$ cat src/rtl/core/bqc_pkg.sv
// Shared types, register indexes, constants and saturation helpers of the biquad cascade.
package bqc_pkg;

    // Sample format: signed fixed point with one integer bit.
    localparam int SampleBits = 16;
    localparam int FracBits   = SampleBits - 1;
    localparam int UpShift    = (SampleBits >= 16) ? SampleBits - 16 : 0;
    localparam int DownShift  = (SampleBits >= 16) ? 0 : 16 - SampleBits;

    typedef logic signed [SampleBits-1:0]   sample_t;
    typedef logic signed [SampleBits+1:0]   wide_t;
    typedef logic signed [2*SampleBits-1:0] prod_t;

    // Configuration register indexes.
    localparam int CfgIndexBits = 3;
    typedef logic [CfgIndexBits-1:0] cfg_index_t;
    localparam cfg_index_t REG_GAIN   = cfg_index_t'(0);
    localparam cfg_index_t REG_S1_FB1 = cfg_index_t'(1);
    localparam cfg_index_t REG_S1_FB2 = cfg_index_t'(2);
    localparam cfg_index_t REG_S2_FB1 = cfg_index_t'(3);
    localparam cfg_index_t REG_S2_FB2 = cfg_index_t'(4);

    // Limits of the sample range.
    localparam sample_t SampleMax = sample_t'((longint'(1) << FracBits) - 1);
    localparam sample_t SampleMin = sample_t'(-(longint'(1) << FracBits));

    // Fixed numerator coefficients.
    localparam sample_t Quarter = sample_t'(longint'(1) << (FracBits - 2));
    localparam sample_t Half    = sample_t'(longint'(1) << (FracBits - 1));
    localparam sample_t NegHalf = sample_t'(-(longint'(1) << (FracBits - 1)));

    // Brings a Q15 constant to the sample width, rounding toward minus infinity.
    function automatic sample_t rescale_q15(input longint v);
        if (SampleBits >= 16)
        begin
            return sample_t'(v <<< UpShift);
        end
        return sample_t'(v >>> DownShift);
    endfunction

    localparam sample_t GainReset  = rescale_q15(1011);
    localparam sample_t S1Fb1Reset = rescale_q15(14537);
    localparam sample_t S1Fb2Reset = rescale_q15(-7984);
    localparam sample_t S2Fb1Reset = rescale_q15(14858);
    localparam sample_t S2Fb2Reset = rescale_q15(-8003);

    // Clamps a widened value to the sample range.
    function automatic sample_t sat_sample(input wide_t v);
        if (v > wide_t'(SampleMax))
        begin
            return SampleMax;
        end
        if (v < wide_t'(SampleMin))
        begin
            return SampleMin;
        end
        return sample_t'(v);
    endfunction

    // Scales a full product back to the sample format with floor rounding and saturation.
    function automatic sample_t q_product(input prod_t p);
        prod_t s;
        s = p >>> FracBits;
        return sat_sample(wide_t'($signed(s[SampleBits:0])));
    endfunction

endpackage

$ cat src/rtl/core/biquad_cascade_iir_filter_unit.sv
// Two cascaded direct form 1 biquad sections sharing one multiplier.
//
// The block filters one signed Q15 sample at a time through a highpass section and then a
// lowpass section and delivers the second section's output. All sixteen products of a sample
// (three numerator products, three gain products and two feedback products per section) go
// through a single registered multiplier under a small sequencer: a multiply step forms each
// product and a second step scales and saturates it and keeps or accumulates it. A finishing
// step per section applies the times-four scale, and a hold step loads the output register,
// waiting while that register still holds an untaken result. in_stall is high from the edge
// that accepts a sample until the sequencer is idle again, so a new sample is not accepted
// before the previous result is loaded. The result waits in its own output register, so a new
// sample is accepted while the previous result is not yet taken. Configuration is written
// through cfg_we, cfg_index and cfg_data; the user must write it only while the block is idle,
// which the block does not enforce. Writes to indexes beyond the last register are ignored.
module biquad_cascade_iir_filter_unit (
    input  logic                 clk,
    input  logic                 rst_n,
    input  logic                 cfg_we,
    input  bqc_pkg::cfg_index_t  cfg_index,
    input  bqc_pkg::sample_t     cfg_data,
    input  logic                 in_valid,
    output logic                 in_stall,
    input  bqc_pkg::sample_t     sample_in,
    output logic                 out_valid,
    input  logic                 out_stall,
    output bqc_pkg::sample_t     sample_out
);
    import bqc_pkg::*;

    // Sequencer states.
    localparam logic [2:0] ST_IDLE = 3'd0;
    localparam logic [2:0] ST_MUL  = 3'd1;
    localparam logic [2:0] ST_ADD  = 3'd2;
    localparam logic [2:0] ST_FIN  = 3'd3;
    localparam logic [2:0] ST_HOLD = 3'd4;

    // Product steps within one section.
    localparam logic [2:0] OP_X0_NUM  = 3'd0;
    localparam logic [2:0] OP_X0_GAIN = 3'd1;
    localparam logic [2:0] OP_X1_NUM  = 3'd2;
    localparam logic [2:0] OP_X1_GAIN = 3'd3;
    localparam logic [2:0] OP_X2_NUM  = 3'd4;
    localparam logic [2:0] OP_X2_GAIN = 3'd5;
    localparam logic [2:0] OP_Y1_FB   = 3'd6;
    localparam logic [2:0] OP_Y2_FB   = 3'd7;

    logic [2:0] state_reg, state_next;
    logic [2:0] op_reg, op_next;
    logic       sec_reg, sec_next;

    sample_t gain_reg, gain_next;
    sample_t s1_fb1_reg, s1_fb1_next;
    sample_t s1_fb2_reg, s1_fb2_next;
    sample_t s2_fb1_reg, s2_fb1_next;
    sample_t s2_fb2_reg, s2_fb2_next;

    sample_t xd0_reg, xd0_next;
    sample_t xd1_reg, xd1_next;
    sample_t s1d0_reg, s1d0_next;
    sample_t s1d1_reg, s1d1_next;
    sample_t s2d0_reg, s2d0_next;
    sample_t s2d1_reg, s2d1_next;

    logic    out_valid_reg, out_valid_next;
    sample_t out_reg, out_next;
    sample_t x_reg, x_next;
    sample_t y1_reg, y1_next;
    sample_t y2_reg, y2_next;
    sample_t tmp_reg, tmp_next;
    sample_t acc_reg, acc_next;
    prod_t   prod_reg, prod_next;

    sample_t op_a;
    sample_t op_b;
    sample_t q_val;
    sample_t acc_sum;
    sample_t sec_out;
    logic    in_beat;
    logic    out_free;

    assign in_stall   = (state_reg != ST_IDLE);
    assign out_valid  = out_valid_reg;
    assign sample_out = out_reg;
    assign in_beat    = in_valid && !in_stall;
    assign out_free   = !out_valid_reg || !out_stall;

    // Operand selection for the shared multiplier.
    always_comb
    begin
        unique case (op_reg)
            OP_X0_NUM:
            begin
                op_a = sec_reg ? y1_reg : x_reg;
                op_b = Quarter;
            end
            OP_X1_NUM:
            begin
                op_a = sec_reg ? s1d0_reg : xd0_reg;
                op_b = sec_reg ? Half : NegHalf;
            end
            OP_X2_NUM:
            begin
                op_a = sec_reg ? s1d1_reg : xd1_reg;
                op_b = Quarter;
            end
            OP_X0_GAIN, OP_X1_GAIN, OP_X2_GAIN:
            begin
                op_a = tmp_reg;
                op_b = gain_reg;
            end
            OP_Y1_FB:
            begin
                op_a = sec_reg ? s2d0_reg : s1d0_reg;
                op_b = sec_reg ? s2_fb1_reg : s1_fb1_reg;
            end
            OP_Y2_FB:
            begin
                op_a = sec_reg ? s2d1_reg : s1d1_reg;
                op_b = sec_reg ? s2_fb2_reg : s1_fb2_reg;
            end
            default:
            begin
                op_a = tmp_reg;
                op_b = gain_reg;
            end
        endcase
    end

    // Scaling, accumulation and the section's times-four output.
    assign q_val   = q_product(prod_reg);
    assign acc_sum = sat_sample(wide_t'(acc_reg) + wide_t'(q_val));
    assign sec_out = sat_sample(wide_t'(acc_reg) <<< 2);

    // Sequencer and datapath next state.
    always_comb
    begin
        state_next     = state_reg;
        op_next        = op_reg;
        sec_next       = sec_reg;
        gain_next      = gain_reg;
        s1_fb1_next    = s1_fb1_reg;
        s1_fb2_next    = s1_fb2_reg;
        s2_fb1_next    = s2_fb1_reg;
        s2_fb2_next    = s2_fb2_reg;
        xd0_next       = xd0_reg;
        xd1_next       = xd1_reg;
        s1d0_next      = s1d0_reg;
        s1d1_next      = s1d1_reg;
        s2d0_next      = s2d0_reg;
        s2d1_next      = s2d1_reg;
        out_valid_next = out_valid_reg && out_stall;
        out_next       = out_reg;
        x_next         = x_reg;
        y1_next        = y1_reg;
        y2_next        = y2_reg;
        tmp_next       = tmp_reg;
        acc_next       = acc_reg;
        prod_next      = prod_reg;

        // Configuration writes.
        if (cfg_we)
        begin
            unique case (cfg_index)
                REG_GAIN:   gain_next   = cfg_data;
                REG_S1_FB1: s1_fb1_next = cfg_data;
                REG_S1_FB2: s1_fb2_next = cfg_data;
                REG_S2_FB1: s2_fb1_next = cfg_data;
                REG_S2_FB2: s2_fb2_next = cfg_data;
                default:    ;
            endcase
        end

        unique case (state_reg)
            ST_IDLE:
            begin
                if (in_beat)
                begin
                    x_next     = sample_in;
                    acc_next   = '0;
                    op_next    = OP_X0_NUM;
                    sec_next   = 1'b0;
                    state_next = ST_MUL;
                end
            end
            ST_MUL:
            begin
                prod_next  = op_a * op_b;
                state_next = ST_ADD;
            end
            ST_ADD:
            begin
                if (op_reg == OP_X0_NUM || op_reg == OP_X1_NUM || op_reg == OP_X2_NUM)
                begin
                    tmp_next = q_val;
                end
                else
                begin
                    acc_next = acc_sum;
                end
                if (op_reg == OP_Y2_FB)
                begin
                    state_next = ST_FIN;
                end
                else
                begin
                    op_next    = op_reg + 3'd1;
                    state_next = ST_MUL;
                end
            end
            ST_FIN:
            begin
                if (!sec_reg)
                begin
                    y1_next    = sec_out;
                    acc_next   = '0;
                    op_next    = OP_X0_NUM;
                    sec_next   = 1'b1;
                    state_next = ST_MUL;
                end
                else
                begin
                    // Both sections done: shift every delay line.
                    y2_next    = sec_out;
                    xd1_next   = xd0_reg;
                    xd0_next   = x_reg;
                    s1d1_next  = s1d0_reg;
                    s1d0_next  = y1_reg;
                    s2d1_next  = s2d0_reg;
                    s2d0_next  = sec_out;
                    state_next = ST_HOLD;
                end
            end
            ST_HOLD:
            begin
                if (out_free)
                begin
                    out_next       = y2_reg;
                    out_valid_next = 1'b1;
                    state_next     = ST_IDLE;
                end
            end
            default:
            begin
                state_next = ST_IDLE;
            end
        endcase
    end

    // Control and state registers.
    always_ff @(posedge clk or negedge rst_n)
    begin
        if (!rst_n)
        begin
            state_reg     <= ST_IDLE;
            op_reg        <= OP_X0_NUM;
            sec_reg       <= 1'b0;
            out_valid_reg <= 1'b0;
            gain_reg      <= GainReset;
            s1_fb1_reg    <= S1Fb1Reset;
            s1_fb2_reg    <= S1Fb2Reset;
            s2_fb1_reg    <= S2Fb1Reset;
            s2_fb2_reg    <= S2Fb2Reset;
            xd0_reg       <= '0;
            xd1_reg       <= '0;
            s1d0_reg      <= '0;
            s1d1_reg      <= '0;
            s2d0_reg      <= '0;
            s2d1_reg      <= '0;
        end
        else
        begin
            state_reg     <= state_next;
            op_reg        <= op_next;
            sec_reg       <= sec_next;
            out_valid_reg <= out_valid_next;
            gain_reg      <= gain_next;
            s1_fb1_reg    <= s1_fb1_next;
            s1_fb2_reg    <= s1_fb2_next;
            s2_fb1_reg    <= s2_fb1_next;
            s2_fb2_reg    <= s2_fb2_next;
            xd0_reg       <= xd0_next;
            xd1_reg       <= xd1_next;
            s1d0_reg      <= s1d0_next;
            s1d1_reg      <= s1d1_next;
            s2d0_reg      <= s2d0_next;
            s2d1_reg      <= s2d1_next;
        end
    end

    // Datapath registers.
    always_ff @(posedge clk)
    begin
        out_reg  <= out_next;
        x_reg    <= x_next;
        y1_reg   <= y1_next;
        y2_reg   <= y2_next;
        tmp_reg  <= tmp_next;
        acc_reg  <= acc_next;
        prod_reg <= prod_next;
    end

    // An accepted beat starts the first section with a cleared accumulator.
    a_start: assert property (@(posedge clk) disable iff (!rst_n)
        in_beat |=> state_reg == ST_MUL && op_reg == OP_X0_NUM && !sec_reg && acc_reg == '0)
        else $error("sequencer did not start cleanly on an input beat");

    // Every multiply is followed by its accumulate step.
    a_mul_add: assert property (@(posedge clk) disable iff (!rst_n)
        state_reg == ST_MUL |=> state_reg == ST_ADD)
        else $error("multiply step not followed by accumulate step");

    // A section only finishes after its last feedback product.
    a_fin: assert property (@(posedge clk) disable iff (!rst_n)
        state_reg == ST_FIN |-> $past(state_reg) == ST_ADD && $past(op_reg) == OP_Y2_FB)
        else $error("section finished before all products were taken");

    // A new result only appears from the hold state.
    a_result: assert property (@(posedge clk) disable iff (!rst_n)
        $rose(out_valid_reg) |-> $past(state_reg) == ST_HOLD)
        else $error("result raised outside the hold state");

endmodule

$ cat config.mk
export PLATFORM = sky130hd
export DESIGN_NAME = biquad_cascade_iir_filter_unit
export DESIGN_NICKNAME = d
export VERILOG_FILES = /design/src/rtl/core/bqc_pkg.sv /design/src/rtl/core/biquad_cascade_iir_filter_unit.sv
export SDC_FILE = /design/constraint.sdc
export NUM_CORES = 1
export LEC_CHECK = 0
export ABC_AREA = 1
export BUFFER_PORTS_ARGS = -buffer_cell sky130_fd_sc_hd__buf_2
export CAP_MARGIN = 20
export CORE_MARGIN = 3
export CORE_UTILIZATION = 50
export CTS_CLUSTER_DIAMETER = 60
export DETAILED_ROUTE_END_ITERATION = 10
export GPL_TIMING_DRIVEN = 0
export HOLD_SLACK_MARGIN = 0.12
export PLACE_DENSITY = 0.66
export SETUP_SLACK_MARGIN = 0.05
export SLEW_MARGIN = 30
export SYNTH_ARGS = -nofsm -noshare
export SYNTH_HDL_FRONTEND = slang
export SYNTH_SLANG_ARGS = --single-unit
$ cat constraint.sdc
create_clock -name clk -period 20.8 [get_ports clk]
set_clock_uncertainty 0.15 [all_clocks]
set_input_delay 3.12 -clock clk [delete_from_list [all_inputs] [get_ports clk]]
set_output_delay 3.12 -clock clk [all_outputs]
set_load 0.005 [all_outputs]
# Word-level counts from Yosys, hierarchy flattened
# Cells that the tools add are included.
# classes
add_sub_neg	2
mul	1
div_mod_pow	0
magnitude_cmp	6
eq_ne	20
shift	0
n_mux	48
bitwise_logic	1
n_reduce_logical	30
# ops
operator	count
$mux W16	23
$pmux W16 S6	1
$pmux W16 S5	1
$pmux W16 S3	1
$gt A17 B16 Y1 const B	2
$lt A17 B16 Y1 const B	2
$mul A16 B16 Y32	1
$reduce_and A2 Y1	12
$eq A3 B2 Y1 const B	6
$eq A3 B3 Y1 const B	6
$gt A18 B16 Y1 const B	1
$lt A18 B16 Y1 const B	1
$mux W3	6
$add A16 B16 Y17	1
$pmux W3 S5	1
$mux W1	12
$ne A2 B2 Y1 const B	5
$eq A3 B1 Y1 const B	3
$logic_not A3 Y1	3
$pmux W3 S3	1
$reduce_and A4 Y1	2
$reduce_bool A3 Y1	2
$add A3 B1 Y3 const B	1
$logic_not A1 Y1	3
8 further kinds	11
# word_totals
ff_bits	312
latch_bits	0
ramBits	0
mem_bits_ro	0
input_bits	40
out_inout_bits	18
wordCells	130
memories	0

# Longest topological paths before layout
# logic_depth
depth_word	13
mapped_depth	36
ltp_nobuf	36

# Least setup slack after synthesis
# No wires, ideal clock.
# synth_timing
path_type	register to register
startpoint	reg op_reg[0]
endpoint	reg prod_reg[31], data pin
t_arrival_ns	6.524
required_time_ns	20.398
setup_slack_ns	13.873
stages_incl_launch_ff	33
path_buffers	0
period_less_slack_ns	6.927
cell_sequence	dfrtp_1 -> ha_1 -> ha_1 -> inv_1 -> nand3_2 -> nor2_4 -> inv_1 -> nand2_1 -> a21oi_1 -> nand4_1 -> nand2_2 -> nor2_1 -> inv_1 -> fa_1 -> inv_1 -> fa_1 -> fa_1 -> fa_1 -> fa_1 -> inv_1 -> fa_1 -> inv_1 -> ha_1 -> nand2_1 -> nor2_1 -> inv_1 -> nor3_1 -> inv_1 -> o221a_2 -> nand2_1 -> nand2_1 -> nand3_1 -> nand2_1
# synth_between
elab_chain_len	4
# synth_lines
item	line_no	text
from (decl)	biquad_cascade_iir_filter_unit.sv:48	logic [2:0] op_reg, op_next;
from (signal assigned)	biquad_cascade_iir_filter_unit.sv:273	op_reg <= op_next;
$eq A3 B1 Y1 (tied with other cells)	biquad_cascade_iir_filter_unit.sv:90	unique case (op_reg)
$reduce_or A3 Y1 / $reduce_or A2 Y1 (equally long branches)	n/a	
$pmux W16 S6 / $pmux W16 S5 (equally long branches)	biquad_cascade_iir_filter_unit.sv:90	
$mul A16 B16 Y32 (*)	biquad_cascade_iir_filter_unit.sv:187	prod_next = op_a * op_b;
to (signal assigned)	biquad_cascade_iir_filter_unit.sv:299	prod_reg <= prod_next;
to (decl)	biquad_cascade_iir_filter_unit.sv:71	prod_t prod_reg, prod_next;
# Every way passes the cells marked *; elsewhere a longest branch is shown, timed or not.
# A chain may end at the register's enable or synchronous reset.

# Worst setup path in the final report
# layout_timing
startpoint	reg op_reg[0]
endpoint	reg prod_reg[30], data pin
# The elaborated chain is that of the path after synthesis.

==> impl_results.md <==
- Final Hold Vio Count: 0
- Drt via density: ~5.5
- Max FO, Critical Path: 10
- Slowest-stage cell, CP: fa_1
- Initial antenna violation count: 1
- Worst slew pin tran: 0.892 ns
- Die footprint: 48800 sq um
- Synth Flop Type: dfrtp_1
- Drt pass-1 iters: 8
- Met2 wire length: 31200 um
- Routed len/inst: 20.4 um
- Top routing layer used: met4
- Synth Net Count: slightly above 3000
- FF-to-FF End: prod_reg[30]
- Syn avg cell area: around 8.7 sq um
- Most common cell in the netlist: nand2_1
- Iter 0 DRT Violations: 1737
- Met3 WL: ~6600 um
- Post-cts resize count: 0
- Number of synthesized flops with an enable pin: 110
- Crit-path max cell delay: about 0.56 ns
- First-pass GRT wire length: between 100000 and 150000 um
- IO Port Bufs: 57
- CP Class: reg -> reg
- Cts bufs inserted: 34
- Crit. End Element: flop
- Min-delay worst type: reg -> reg
- Metal-1 WL: 28500 um
- Via Count: roughly 19000
- Synth area leaders: fa_1 23%, dfrtp_1 16%, edfxtp_1 14%
- Reg-to-Reg Start: op_reg[0]
- Post-DP HPWL: around 53000 um
- Hold Buf Count CTS: 0
- Fin crit share: 0.403
- CP arrival: roughly 8.5 ns
- Initial Util: 0.507
- DRC: 0
- Post-synth cell types: 48
- Post-CTS Setup Inserts: 0
- Synth async-reset ratio: 0.621
- R2R setup slack: between 10 and 15 ns
- Clock root cell: clkbuf_16
- WL final: between 60000 and 70000 um
- H-tree Lvls: 2
- Hold EP: sample_out[12]
- Top cell type's share of synthesized area: 0.227
- Commonest cells post-synth: 525 x nand2_1, 463 x inv_1, 315 x nor2_1
- RSZ-0062 raised after global routing: false
- Setup TNS: 0 ns
- Die X-Extent: ~220 um
- CTS sink count: just under 300
- Total Routing Usage GR: 0.284
- Vias in the first global route: around 19000
- Slew HR: 0.401
- Max_cap viols: 0
- Post-Syn Instances: 2640
- Largest register FFs: 17
- Netlist Area Pre-Place: around 23000 sq um
- Yosys synthesis warning count: 0
- Final Slew Violations: 0
- I/O pins: 58
- # diodes: 0
- Min Tclk post-route: 8.39 ns
- Clock transition at path regs: 0.06 ns
- Placer congestion estimate: about 0.94
- Dpl cells: 3302
- Syn-to-layout area delta: 9.50%
- Fin nets: between 3000 and 4000
- #FFs+latches synth: 290
- Largest net degree at the start of global routing: slightly below 90
- Depth of the most critical reg-to-reg path: 31
- Seq/Total Area, Yosys: 0.340
- Final setup violation count: 0
- Die Span Y: ~220 um
- Worst Hold Launch: y2_reg[12]
- Share of cells above drive strength 1: 0.0890
- Crit start category: flop
- Max Root-Sink Buffers: 3
- Yosys top cell by area: fa_1
- Crit path required time: between 20 and 25 ns
- Gr ovfl total: 0
- Clock Latency Late Sink: roughly 0.53 ns
- Max Freq: 0.119 GHz
- Core Box Area: 45500 sq um
- Cell Rows: between 70 and 80
- Hold depth: 0
- CTS tree: built
- Run status: completed
- Post-route ant nets: 0
- Non-filler cells, final: between 3000 and 4000
-- final cells by class --
cell class              count  area (sq um)
inverters                 472          1770
multi-input cells        1779         13000
well taps                 600           751
fillers                  4164         20200
clock buffers              49           948
plain buffers              99           459
repair buffers             62           384
clock inverters            12          91.3
flip-flops and latches    290          7850
-- placed cells by master (no fill, tap or decap), types with 4 or more instances in the layout --
| cell | count |
|---|---|
| nand2_1 | 525 |
| inv_1 | 463 |
| nor2_1 | 310 |
| o21ai_0 | 289 |
| fa_1 | 262 |
| dfrtp_1 | 144 |
| edfxtp_1 | 110 |
| ha_1 | 102 |
| a21oi_1 | 99 |
| buf_2 | 96 |
| clkbuf_1 | 57 |
| dfstp_2 | 36 |
| clkbuf_16 | 35 |
| nand3_1 | 31 |
| xor2_1 | 17 |
| xnor2_1 | 16 |
| nand2_2 | 15 |
| nor3_1 | 13 |
| a31oi_1 | 11 |
| a21o_1 | 9 |
| nor2_2 | 8 |
| a211oi_1 | 8 |
| o2111ai_1 | 8 |
| inv_2 | 7 |
| buf_1 | 7 |
| nor3_2 | 7 |
| clkinv_1 | 7 |
| buf_6 | 6 |
| nand4_1 | 5 |
| buf_4 | 4 |
| a221oi_1 | 4 |
| nor3_4 | 4 |
-- metal layers --
| layer | GRT usage | vias up |
|---|---|---|
| met2 | 0.444 | 842 |
| li1 | - | 8416 |
| met4 | 0.0920 | 0 |
| met1 | 0.397 | 9225 |
| met3 | 0.0645 | 128 |
| met5 | 0 | - |
-- how the worst max path moves through the flow --
stage | from | end
2_1_floorplan | op_reg[0] | prod_reg[31]
3_3_place_gp | op_reg[0] | prod_reg[30]
3_5_place_dp | op_reg[0] | prod_reg[26]
4_1_cts | op_reg[0] | prod_reg[30]
5_1_grt | op_reg[0] | prod_reg[31]
6_report | op_reg[0] | prod_reg[30]
-- critical path, delay by kind of cell, from the launching register on --
family,cells,cell delay [ns]
AND/OR/NAND/NOR,9,1.15
adder cells (fa/ha/maj),9,3.87
AO/OA/AOI/OAI,5,0.99
buffers and inverters,8,1.53
flip-flops,1,0.40
-- through the flow --
step | hold slack [ns] | area [sq um] | utilization | setup slack [ns]
floorplan | 0.250 | 23100 | - | 13.87
global placement | 0.254 | 24100 | 0.530 | 12.63
detailed placement | 0.256 | 24200 | 0.533 | 12.54
CTS | 0.269 | 25300 | 0.556 | 12.50
global route | 0.273 | 25300 | 0.556 | 12.05
finish | 0.268 | 25300 | 0.556 | 12.41
-- cells by family after synthesis --
group,share of synthesized area
AO/OA/AOI/OAI,0.105
buffers and inverters,0.0966
XOR/XNOR,0.0125
flip-flops,0.340
adder cells (fa/ha/maj),0.283
AND/OR/NAND/NOR,0.163
Power is not shown: default switching activity piles up to over one toggle a cycle in this logic, so the estimate is an artifact.
